==> src/rtl/core/dwo_pkg.sv <==
// ----------------------------------------------------------------------------
// dwo_pkg
// Shared types and codes for the two-axis readout with work offsets.
// ----------------------------------------------------------------------------
`default_nettype none

package dwo_pkg;

  // Key command codes; the eighth code is unused and acts as no command.
  localparam logic [2:0] FUNC_NONE   = 3'd0;
  localparam logic [2:0] FUNC_NEXT   = 3'd1;
  localparam logic [2:0] FUNC_PREV   = 3'd2;
  localparam logic [2:0] FUNC_ZERO_X = 3'd3;
  localparam logic [2:0] FUNC_ZERO_Y = 3'd4;
  localparam logic [2:0] FUNC_HALF_X = 3'd5;
  localparam logic [2:0] FUNC_HALF_Y = 3'd6;

  // Register indexes (byte address bit 2).
  localparam logic CFG_X_SCALE = 1'b0;
  localparam logic CFG_Y_SCALE = 1'b1;

  // Default scale, mm per count in Q0.32.
  localparam logic [31:0] SCALE_RESET = 32'd46382317;

  localparam int AXES = 2;
  localparam int AXIS_X = 0;
  localparam int AXIS_Y = 1;

  typedef struct packed {
    logic [2:0]         func;
    logic signed [31:0] x_count;
    logic signed [31:0] y_count;
  } in_item_t;

  typedef struct packed {
    logic signed [47:0] x_mm;
    logic signed [47:0] y_mm;
    logic [2:0]         system_index;
    logic               x_changed;
    logic               y_changed;
  } out_item_t;

  // One queued item: updated offsets and counts per axis, system index and flags.
  typedef struct packed {
    logic [AXES-1:0][31:0] off;
    logic [AXES-1:0][31:0] cnt;
    logic [2:0]            sys;
    logic [AXES-1:0]       chg;
  } work_t;

  // Queue status seen by the front and the back.
  typedef struct packed {
    logic full;
    logic valid;
  } q_status_t;

endpackage

`default_nettype wire

==> src/rtl/core/dwo_queue.sv <==
// ----------------------------------------------------------------------------
// dwo_queue
// Short FIFO of classified items between the front and the back.
// ----------------------------------------------------------------------------
`default_nettype none

module dwo_queue
  import dwo_pkg::*;
#(
  parameter int DEPTH = 4
) (
  input  wire logic  clk,
  input  wire logic  rst_n,
  input  wire logic  push,
  input  wire work_t push_entry,
  input  wire logic  pop,
  output work_t      head,
  output q_status_t  status
);

  localparam int PTR_W = (DEPTH > 1) ? $clog2(DEPTH) : 1;
  localparam int CNT_W = $clog2(DEPTH + 1);
  localparam logic [PTR_W-1:0] PTR_LAST = PTR_W'(DEPTH - 1);
  localparam logic [CNT_W-1:0] CNT_FULL = CNT_W'(DEPTH);

  work_t            entries_r [DEPTH];
  logic [PTR_W-1:0] wr_ptr_r, rd_ptr_r;
  logic [CNT_W-1:0] count_r;

  assign head         = entries_r[rd_ptr_r];
  assign status.full  = (count_r == CNT_FULL);
  assign status.valid = (count_r != '0);

  always_ff @(posedge clk) begin
    if (push) begin
      entries_r[wr_ptr_r] <= push_entry;
    end
  end

  always_ff @(posedge clk) begin
    if (!rst_n) begin
      wr_ptr_r <= '0;
      rd_ptr_r <= '0;
      count_r  <= '0;
    end else begin
      if (push) begin
        wr_ptr_r <= (wr_ptr_r == PTR_LAST) ? '0 : wr_ptr_r + 1'b1;
      end
      if (pop) begin
        rd_ptr_r <= (rd_ptr_r == PTR_LAST) ? '0 : rd_ptr_r + 1'b1;
      end
      if (push && !pop) begin
        count_r <= count_r + 1'b1;
      end else if (pop && !push) begin
        count_r <= count_r - 1'b1;
      end
    end
  end

endmodule

`default_nettype wire

==> config.mk <==
export PLATFORM = sky130hd
export DESIGN_NAME = dwo_queue
export DESIGN_NICKNAME = d
export VERILOG_FILES = /design/src/rtl/core/dwo_pkg.sv /design/src/rtl/core/dwo_queue.sv
export SDC_FILE = /design/constraint.sdc
export NUM_CORES = 1
export LEC_CHECK = 0
export BUFFER_PORTS_ARGS = -buffer_cell sky130_fd_sc_hd__buf_2
export CORE_UTILIZATION = 55
export DETAILED_ROUTE_END_ITERATION = 10
export GPL_TIMING_DRIVEN = 0
export PLACE_DENSITY_LB_ADDON = 0.08
export SYNTH_ARGS = -nofsm -noshare
export SYNTH_HDL_FRONTEND = slang
export SYNTH_SLANG_ARGS = --single-unit
==> constraint.sdc <==
create_clock -name clk -period 5.8 [get_ports clk]
set_clock_uncertainty 0.1 [all_clocks]
set_input_delay 0.29 -clock clk [delete_from_list [all_inputs] [get_ports clk]]
set_output_delay 0.29 -clock clk [all_outputs]
set_load 0.02 [all_outputs]
# == Word level (Yosys, flattened, before mapping) ==
# Memory sizes are Yosys's and may differ from the RTL's. A register that Yosys moved wholly into a read port is not among the register bits.
# Cells that the tools add are included.
# classes
mux,8
add_sub_neg,4
n_eq_ne,3
n_lt_le_gt_ge,0
n_reduce_logical,6
n_shift,0
n_mul,0
div,0
bitwise,0
# ops
cell,count
two-way mux 2 bit,4
two-way mux 3 bit,2
adder 2 x 1 -> 2 bit (second input constant),2
== test 2 bit (second input constant),2
adder 3 x 1 -> 3 bit (second input constant),1
== test 3 bit (second input constant),1
nonzero test 3 bit,1
subtractor 3 x 1 -> 3 bit (second input constant),1
logical AND 1 bit,2
logical NOT 1 bit,2
two-way mux 1 bit,2
nonzero test 2 bit,1
# totals
mem_bits_ro,0
memories,1
inputBits,137
reg_bits,7
latch_bits,0
out_inout_bits,135
ram_bits,532
word_cells,25
# memory_table
name,words,word_bits,rd,rd_ports_with_merged_regs,wr,line_no,text
entries_r,4,133,1,1,1,dwo_queue.sv:26,work_t entries_r [DEPTH];

# == Longest topological paths before layout ==
# Gate-level depths: netlist of run 1.
# logic_depth
depth_word,4
depth_mapped,7
ltp_nobuf,7

# == Worst setup path before layout of run 1 ==
# Ideal clock, no wire load.
# synth_timing
path_type,reg2reg
from,register wr_ptr_r[0]
to,"memory entries_r[3][0] (netlist bit), enable pin"
synth_period_minus_slack_ns,4.200
setup_slack_ns,1.600
t_arrival_ns,3.593
setup_ns,0.507
stages_incl_launch_ff,3
path_cell_list,dfxtp_1 ha_1 and2_1
# synth_rtl
element,line_no,text
"start, declared",dwo_queue.sv:27,"logic [PTR_W-1:0] wr_ptr_r, rd_ptr_r;"
"start signal, assigned",dwo_queue.sv:47,wr_ptr_r <= (wr_ptr_r == PTR_LAST) ? '0 : wr_ptr_r + 1'b1;
"end, declared",dwo_queue.sv:26,
# Straight into the memory's write port.

==> flow_summary.toml, run 1 <==
[status]
status = "completed"

[logic_synthesis]
synth_ff_type = "edfxtp_1"
syn-num-nets = 883
ys_seq_area_share_pct = 82.30
ys_warn_count = 0
synth_top_area_share_pct = 81.39
synth_area_per_cell_sq_um = 26.56
ys_ff_latch = 541
synth_area_leaders = "edfxtp_1 81%, mux4_2 15%, dfxtp_1 0.92%, buf_6 0.52%, buf_2 0.38%"
synth_top_cell_by_area = "edfxtp_1"
synth_area_sq_um = 19630
async_reset_ff_share_pct = 0
yosysMostFrequentCell = "edfxtp_1"
synth_top_cells_by_count = "532 x edfxtp_1, 133 x mux4_2, 15 x buf_2"
synthCells = 739
synth_edf_count = 532
synth_cell_type_count = 21

[grt]
overflow = 0
grt.total_usage_pct = 21.13
grt_antenna_before_repair = 1
grt_max_degree = 59
grt_pass1_wl_microns = 56540
grt_pass1_vias = 10030

[power_and_ir_drop]
power.share.sequential_pct = 52.4
swShare_pct = 22.37
power_density_nw_per_um2 = 348.2
power_uw = 8619
p_comb_share_pct = 10.6
p_sw_uw = 1928
p_leak_uw = 0.008470
power.internal_uw = 6691
pwr-share-clk_pct = 37.0
peakVddDrop_mv = 0.2632

[clock_network]
cts.sinks = 541
cts_resized = 0
cts_tree = "yes"
numCtsBuffers = 52
clockBufferDepth = 3
clk_latency_ps = 580
clk_pin_slew_ps = 60
cts_root_buf = "clkbuf_16"
htree_levels = 2

[timing]
setup_viol = 0
worstMarginPinSlew_ps = 765.0
rsz0062_at_grt = "false"
relSlewSlack_pct = 49.00
period_share_pct = 47.11
maxSlewViolCount = 0
finalHoldViolations = 0
layout_min_cycle_time_ps = 2732
fmax_mhz = 366.0
worst_hold_slack_ps = 345.3
final.setup.tns_ps = 0

[floorplan]
die_h_microns = 190.9
coreArea_sq_um = 34800
start_util_pct = 56.41
io_pins = 272
dieArea_sq_um = 36450
die_x_microns = 190.9
core.rowCount = 68

[routing]
routed_via_density = 5.446
routed.top_layer = "met4"
antenna_left = 0
met3_wirelength_microns = 2695
wl_microns = 37390
drt_iter0_drc = 560
via_count = 9308
drt-met1-wl_microns = 15110
dr.pass1.iters = 4
wl_per_cell_microns = 21.88
drc = 0
dr_wl_met2_microns = 18740

[layout]
nFillCells = 2089
nNetsFinal = 1352
area_delta_synth_final_pct = 26.12
drive_gt1_share_pct = 40.65
fin_util_pct = 71.14

[min_path]
min_path_type = "in2reg"

[placed_design]
port-buffer-count = 271
gp_congestion = 0.6820
hpwl_microns = 21810

[critical_path]
critPathRequiredTime_ps = 5410
startpoint_type = "flip-flop"
slowest_delay_ps = 360
setup.worst_path.end_class = "primary output"
path_max_fanout = 10
path_class = "reg2out"
crit_path_cell_trace = "buf_2, buf_2, buf_2, mux4_2, buf_2"
cp_common_cell = "buf_2"
worst_path_max_delay_cell = "mux4_2"
worstPathArrival_ps = 2340

[flow_run]
drv_cap = 0
==> what timing repair did <==
action                                  in CTS  in global routing
endpoints found under the hold margin      541                  0
hold buffers                               136                  0
buffers inserted                             0                  0
endpoints found under the setup margin       0                  0
==> flip-flops by register name, summed over array words and instances (netlist names), named ones only <==
name       cells
count_r        3
entries_r    532
rd_ptr_r       2
wr_ptr_r       2
==> worst max-delay path, delay by kind of cell (launching register included) <==
kind	cells	cell delay (ps)
buffers and inverters	4	1100
muxes	1	360
DFF	1	300
==> metal layers <==
metal  track usage, %  vias to the layer above
li1                 -                     4159
met1            27.97                     4808
met2            34.60                      278
met3            5.820                       63
met4            6.154                        0
met5                0                        -
==> stage by stage <==
stage               cell area [sq um]  instances  worst slack (ps)
global placement                21550       1465            -816.3
CTS                             24750       1707              2994
finish                          24760       1709              3068
global route                    24750       1708              2922
detailed placement              21780       1473              3455
floorplan                       19630        739              1600
==> worst paths after layout <==
path         slack [ps]                           to  depth (start not counted)                     start
min                 350   entries_r[3][37]$_DFFE_PP_                          2            push_entry[37]
max                3070                    head[109]                          5                 flip-flop
max reg2reg        3480  entries_r[3][104]$_DFFE_PP_                          4  wr_ptr_r[0]$_SDFFE_PN0P_
min reg2reg         410      count_r[2]$_SDFFE_PN0P_                          2   count_r[2]$_SDFFE_PN0P_
==> power groups by stage <==
stage	clock network [uW]	logic [uW]	registers, uW
after floorplan	0	518	4610
after global placement	0	820	4640
after detailed placement	0	850	4600
after CTS	3260	929	4520
after global routing	3400	977	4530
final	3190	912	4520
==> cell usage in the layout, fill, tap and decap left out, types with 3 or more instances in the layout <==
master | netlist | final
clkbuf_1 | 6 | 22
and2_4 | 0 | 4
bufinv_16 | 0 | 3
clkinv_2 | 0 | 8
ha_1 | 6 | 6
clkinv_1 | 0 | 13
buf_6 | 9 | 9
buf_16 | 0 | 8
mux2i_1 | 4 | 4
dfxtp_1 | 9 | 9
edfxtp_1 | 532 | 532
inv_1 | 4 | 4
mux4_2 | 133 | 133
clkbuf_16 | 0 | 53
buf_2 | 15 | 286
dlygate4sd3_1 | 0 | 136
nor2b_1 | 5 | 5
clkinvlp_4 | 0 | 3
==> layout make-up <==
cell class                 instances  area, sq um  share of cell area [%]
timing repair buffer             415         2938                   11.87
sequential                       541        16160                   65.26
buffer                            30        198.9                  0.8036
multi-input combinational        164         3269                   13.21
clock inverter                    29        219.0                  0.8845
clock buffer                      69         1386                   5.600
tap                              455        569.3                   2.300
antenna                            2        5.005                 0.02022
inverter                           4        15.01                 0.06065
==> logic make-up after synthesis <==
kind of cell    count (synthesis)  synth area share, %
buf+inv                        34                1.090
flops                         541                82.30
compound gates                  3               0.1020
simple gates                   15               0.4653
fa+ha+maj                       7               0.4844
xor+xnor                        2              0.08926
mux                           137                15.46
Power figures use the tool's default switching activity.
==> inputs of run 2 (changes only) <==
--- a/config.mk
+++ b/config.mk
@@ -6,7 +6,7 @@
 export NUM_CORES = 1
 export LEC_CHECK = 0
 export BUFFER_PORTS_ARGS = -buffer_cell sky130_fd_sc_hd__buf_2
-export CORE_UTILIZATION = 55
+export CORE_UTILIZATION = 51
 export DETAILED_ROUTE_END_ITERATION = 10
 export GPL_TIMING_DRIVEN = 0
 export PLACE_DENSITY_LB_ADDON = 0.08
==> constraint.sdc (replaced) <==
create_clock -name clk -period 2.5 [get_ports clk]
set_clock_uncertainty 0.1 [all_clocks]
set_input_delay 0.125 -clock clk [delete_from_list [all_inputs] [get_ports clk]]
set_output_delay 0.125 -clock clk [all_outputs]
set_load 0.02 [all_outputs]
==> flow_summary.toml, run 2 (synthesis results as in run 1) <==
[critical_path]
setup.worst_path.end_class = "primary output"
slowest_delay_ps = 530
worstPathArrival_ps = 2170
worst_path_max_delay_cell = "mux4_2"
startpoint_type = "flip-flop"
critPathRequiredTime_ps = 2280
crit_path_cell_trace = "buf_6, buf_12, buf_8, mux4_2, buf_2"
path_class = "reg2out"
path_max_fanout = 10

[timing]
worstMarginPinSlew_ps = 706.9
fmax_mhz = 417.2
finalHoldViolations = 0
rsz0062_at_grt = "false"
setup_viol = 0
period_share_pct = 95.88
maxSlewViolCount = 0
final.setup.tns_ps = 0
layout_min_cycle_time_ps = 2397
relSlewSlack_pct = 52.87

[routing]
via_count = 9262
antenna_left = 0
drc = 0
wl_microns = 37580
routed_via_density = 5.260
dr.pass1.iters = 4
drt_iter0_drc = 554
wl_per_cell_microns = 21.34

[layout]
most-common-layout-cells = "532 x edfxtp_1, 272 x buf_2, 136 x dlygate4sd3_1"
top_regs = "entries_r: 532 flops, count_r: 3 flops"
fin_util_pct = 66.00
mostFrequentLayoutCell = "edfxtp_1"
largest_reg_flops = 532
instances_no_fill = 1761
drive_gt1_share_pct = 41.19
fin_area_sq_um = 24920
top_register = "entries_r"
nNetsFinal = 1354
area_delta_synth_final_pct = 26.95

[clock_network]
cts_root_buf = "clkbuf_16"
htree_levels = 2
clockBufferDepth = 3
clk_latency_ps = 590
cts_tree = "yes"
clk_pin_slew_ps = 60
numCtsBuffers = 54
cts.sinks = 541

[power_and_ir_drop]
peakVddDrop_mv = 0.8718
p_leak_uw = 0.008517
power_density_nw_per_um2 = 802.1
power_uw = 19990

[status]
status = "completed"

[min_path]
min_path_type = "in2reg"

[grt]
overflow = 0
grt_max_degree = 58
grt_pass1_vias = 9868
grt_antenna_before_repair = 2
grt_pass1_wl_microns = 56990
grt.total_usage_pct = 19.66

[placed_design]
placedCellCount = 1529
gp_congestion = 0.7045
place_area_sq_um = 21850
hpwl_microns = 22610
port-buffer-count = 271

[flow_run]
drv_cap = 0

[floorplan]
start_util_pct = 51.99
core.rowCount = 71
coreArea_sq_um = 37760
io_pins = 272
die_h_microns = 198.2
die_x_microns = 198.2
dieArea_sq_um = 39280
[run 2: metrics by stage]
| step | setup slack (ps) | hold slack, ps |
|---|---|---|
| floorplan | 459.8 | 123.9 |
| global placement | -313.3 | 238.6 |
| detailed placement | 226.6 | 243.0 |
| CTS | 2.319 | 149.7 |
| global route | 7.667 | 169.4 |
| finish | 103.0 | 183.9 |
[run 2: where the power goes]
| group | total (uW) | switching (uW) | internal, uW |
|---|---|---|---|
| Sequential | 10500 | 86.2 | 10400 |
| Combinational | 2150 | 1210 | 944 |
| Clock | 7360 | 3130 | 4230 |
| Total | 20000 | 4420 | 15600 |
[run 2: repair_timing]
action,in CTS,in global routing
hold buffers,136,0
buffers inserted,0,0
gates resized for setup,26,6
endpoints found under the setup margin,130,41
hold endpoints to repair,541,0
[run 2: critical path: cells and delay by family (launching register included)]
kind                   cells  cell delay (ps)
flip-flops                 1              320
buffers and inverters      4              720
multiplexers               1              530
[run 2: worst paths after layout]
check	endpoint	slack (ps)	depth (start not counted)	start
setup / recovery	head[103]	100	5	flip-flop
hold / removal	entries_r[3][26]$_DFFE_PP_	180	2	push_entry[26]
setup reg to reg	entries_r[3][108]$_DFFE_PP_	260	4	wr_ptr_r[0]$_SDFFE_PN0P_
hold reg to reg	count_r[2]$_SDFFE_PN0P_	410	2	count_r[2]$_SDFFE_PN0P_
[run 2: area by class of cell]
cell class	instances	area [sq um]
sequential	541	16160
fill	2494	12840
multi-input combinational	164	3269
timing repair buffer	415	2938
clock buffer	75	1491
tap	511	639.4
buffer	30	290.3
clock inverter	19	115.1
inverter	4	15.01
antenna	2	5.005
[run 2: per-layer routing]
metal  GRT usage (%)  up-vias  wire (microns)
met5               0        -               0
met4           5.168        0             652
met3           6.234       48            2699
met2           31.71      235           18630
met1           26.03     4836           15590
li1                -     4143               -
==> inputs of run 3 (changes only) <==
--- a/config.mk
+++ b/config.mk
@@ -6,7 +6,7 @@
 export NUM_CORES = 1
 export LEC_CHECK = 0
 export BUFFER_PORTS_ARGS = -buffer_cell sky130_fd_sc_hd__buf_2
-export CORE_UTILIZATION = 51
+export CORE_UTILIZATION = 35
 export DETAILED_ROUTE_END_ITERATION = 10
 export GPL_TIMING_DRIVEN = 0
 export PLACE_DENSITY_LB_ADDON = 0.08
==> flow_summary.toml, run 3 (synthesis results as in run 1) <==
[layout]
top_register = "entries_r"
largest_reg_flops = 532
area_delta_synth_final_pct = 29.45
multi_input_area_sq_um = 3269
mostFrequentLayoutCell = "edfxtp_1"
nFillCells = 4711
top_regs = "entries_r: 532 flops, count_r: 3 flops"
regArea_sq_um = 16160
drive_gt1_share_pct = 41.26
fin_area_sq_um = 25410
nNetsFinal = 1361
most-common-layout-cells = "532 x edfxtp_1, 271 x buf_2, 137 x dlygate4sd3_1"
instances_no_fill = 2007

[placed_design]
dp_slack_ps = 303.0
port-buffer-count = 271
place_area_sq_um = 22230
hpwl_microns = 25300
placedCellCount = 1769
gp_congestion = 0.6755

[routing]
drt_iter0_drc = 434
routed_via_density = 4.625
via_count = 9282
antenna_left = 0
dr.pass1.iters = 4
drc = 0
wl_per_cell_microns = 20.78
wl_microns = 41700

[grt]
grt_antenna_before_repair = 2
grt_pass1_vias = 10010
grt.total_usage_pct = 14.91
grt_max_degree = 51
overflow = 0
grt_pass1_wl_microns = 62910

[critical_path]
worstPathArrival_ps = 2180
path_max_fanout = 10
setup.worst_path.end_class = "primary output"
startpoint_type = "flip-flop"
critPathRequiredTime_ps = 2280
path_class = "reg2out"

[timing]
fmax_mhz = 415.1
maxSlewViolCount = 0
layout_min_cycle_time_ps = 2409
setup_viol = 0
worstMarginPinSlew_ps = 791.0
worst_hold_slack_ps = 182.5
rsz0062_at_grt = "true"
finalHoldViolations = 0
relSlewSlack_pct = 47.26
period_share_pct = 96.36
worst_slack_ps = 91.08

[power_and_ir_drop]
power_uw = 20540
power_density_nw_per_um2 = 808.3
p_leak_uw = 0.008609
peakVddDrop_mv = 0.5332

[clock_network]
htree_levels = 2
clk_latency_ps = 590
cts_tree = "yes"
clk_pin_slew_ps = 60
clockBufferDepth = 3
cts.sinks = 541
cts_root_buf = "clkbuf_16"
numCtsBuffers = 57

[floorplan]
start_util_pct = 35.56
die_x_microns = 238.8
io_pins = 272
coreArea_sq_um = 55200
dieArea_sq_um = 57030
core.rowCount = 86
die_h_microns = 238.8

[flow_run]
drv_cap = 0

[min_path]
min_path_type = "in2reg"

[status]
status = "completed"
## run 3: where the power goes
part	internal, uW	switching (uW)	leakage (uW)
sequential	10400	83.6	0.00496
clock	4580	3280	0.000847
combinational	954	1240	0.00280
## run 3: repair_timing
| action | CTS | global route |
|---|---|---|
| hold buffers | 137 | 0 |
| setup buffers | 0 | 0 |
| endpoints found under the hold margin | 541 | 0 |
| endpoints found under the setup margin | 130 | 56 |
| resized for setup | 27 | 1 |
## run 3: per-layer routing
| metal | global-route usage (%) | wire (microns) | vias up | part of all wire, % |
|---|---|---|---|---|
| met4 | 4.507 | 782 | 2 | 1.9 |
| met3 | 4.169 | 2901 | 59 | 7.0 |
| met5 | 0 | 8 | - | 0.019 |
| li1 | - | - | 4171 | - |
| met1 | 19.84 | 17860 | 4823 | 43 |
| met2 | 23.84 | 20160 | 227 | 48 |
## run 3: worst paths after layout
path | startpoint | end | slack, ps | cells after the start
worst max-delay path | flip-flop | head[68] | 90 | 5
worst min-delay path | push_entry[2] | entries_r[1][2]$_DFFE_PP_ | 180 | 2
worst max register to register | wr_ptr_r[0]$_SDFFE_PN0P_ | entries_r[0][102]$_DFFE_PP_ | 370 | 5
worst min register to register | count_r[2]$_SDFFE_PN0P_ | count_r[2]$_SDFFE_PN0P_ | 410 | 2
## run 3: layout make-up
type                    instances  area share [%]
flip-flops and latches        541           63.58
multi-input cells             164           12.87
repair buffers                419           11.90
clock buffers                  81           6.416
well taps                     748           3.683
plain buffers                  30           1.069
clock inverters                19          0.4186
inverters                       4         0.05909
diodes                          1        0.009848
## run 3: worst max-delay path, cell delays in order (launching register included)
cell     delay [ps]
dfxtp_1         320
buf_6           160
buf_12          180
buf_8           190
mux4_2          540
buf_2           180
## run 3: metrics by stage
stage / utilization (%) / TNS, ps
finish: 46.03 / 0
global route: 46.03 / -329.9
CTS: 46.02 / -14.67
detailed placement: 40.26 / 0
global placement: 39.73 / -242620
floorplan: - / 0
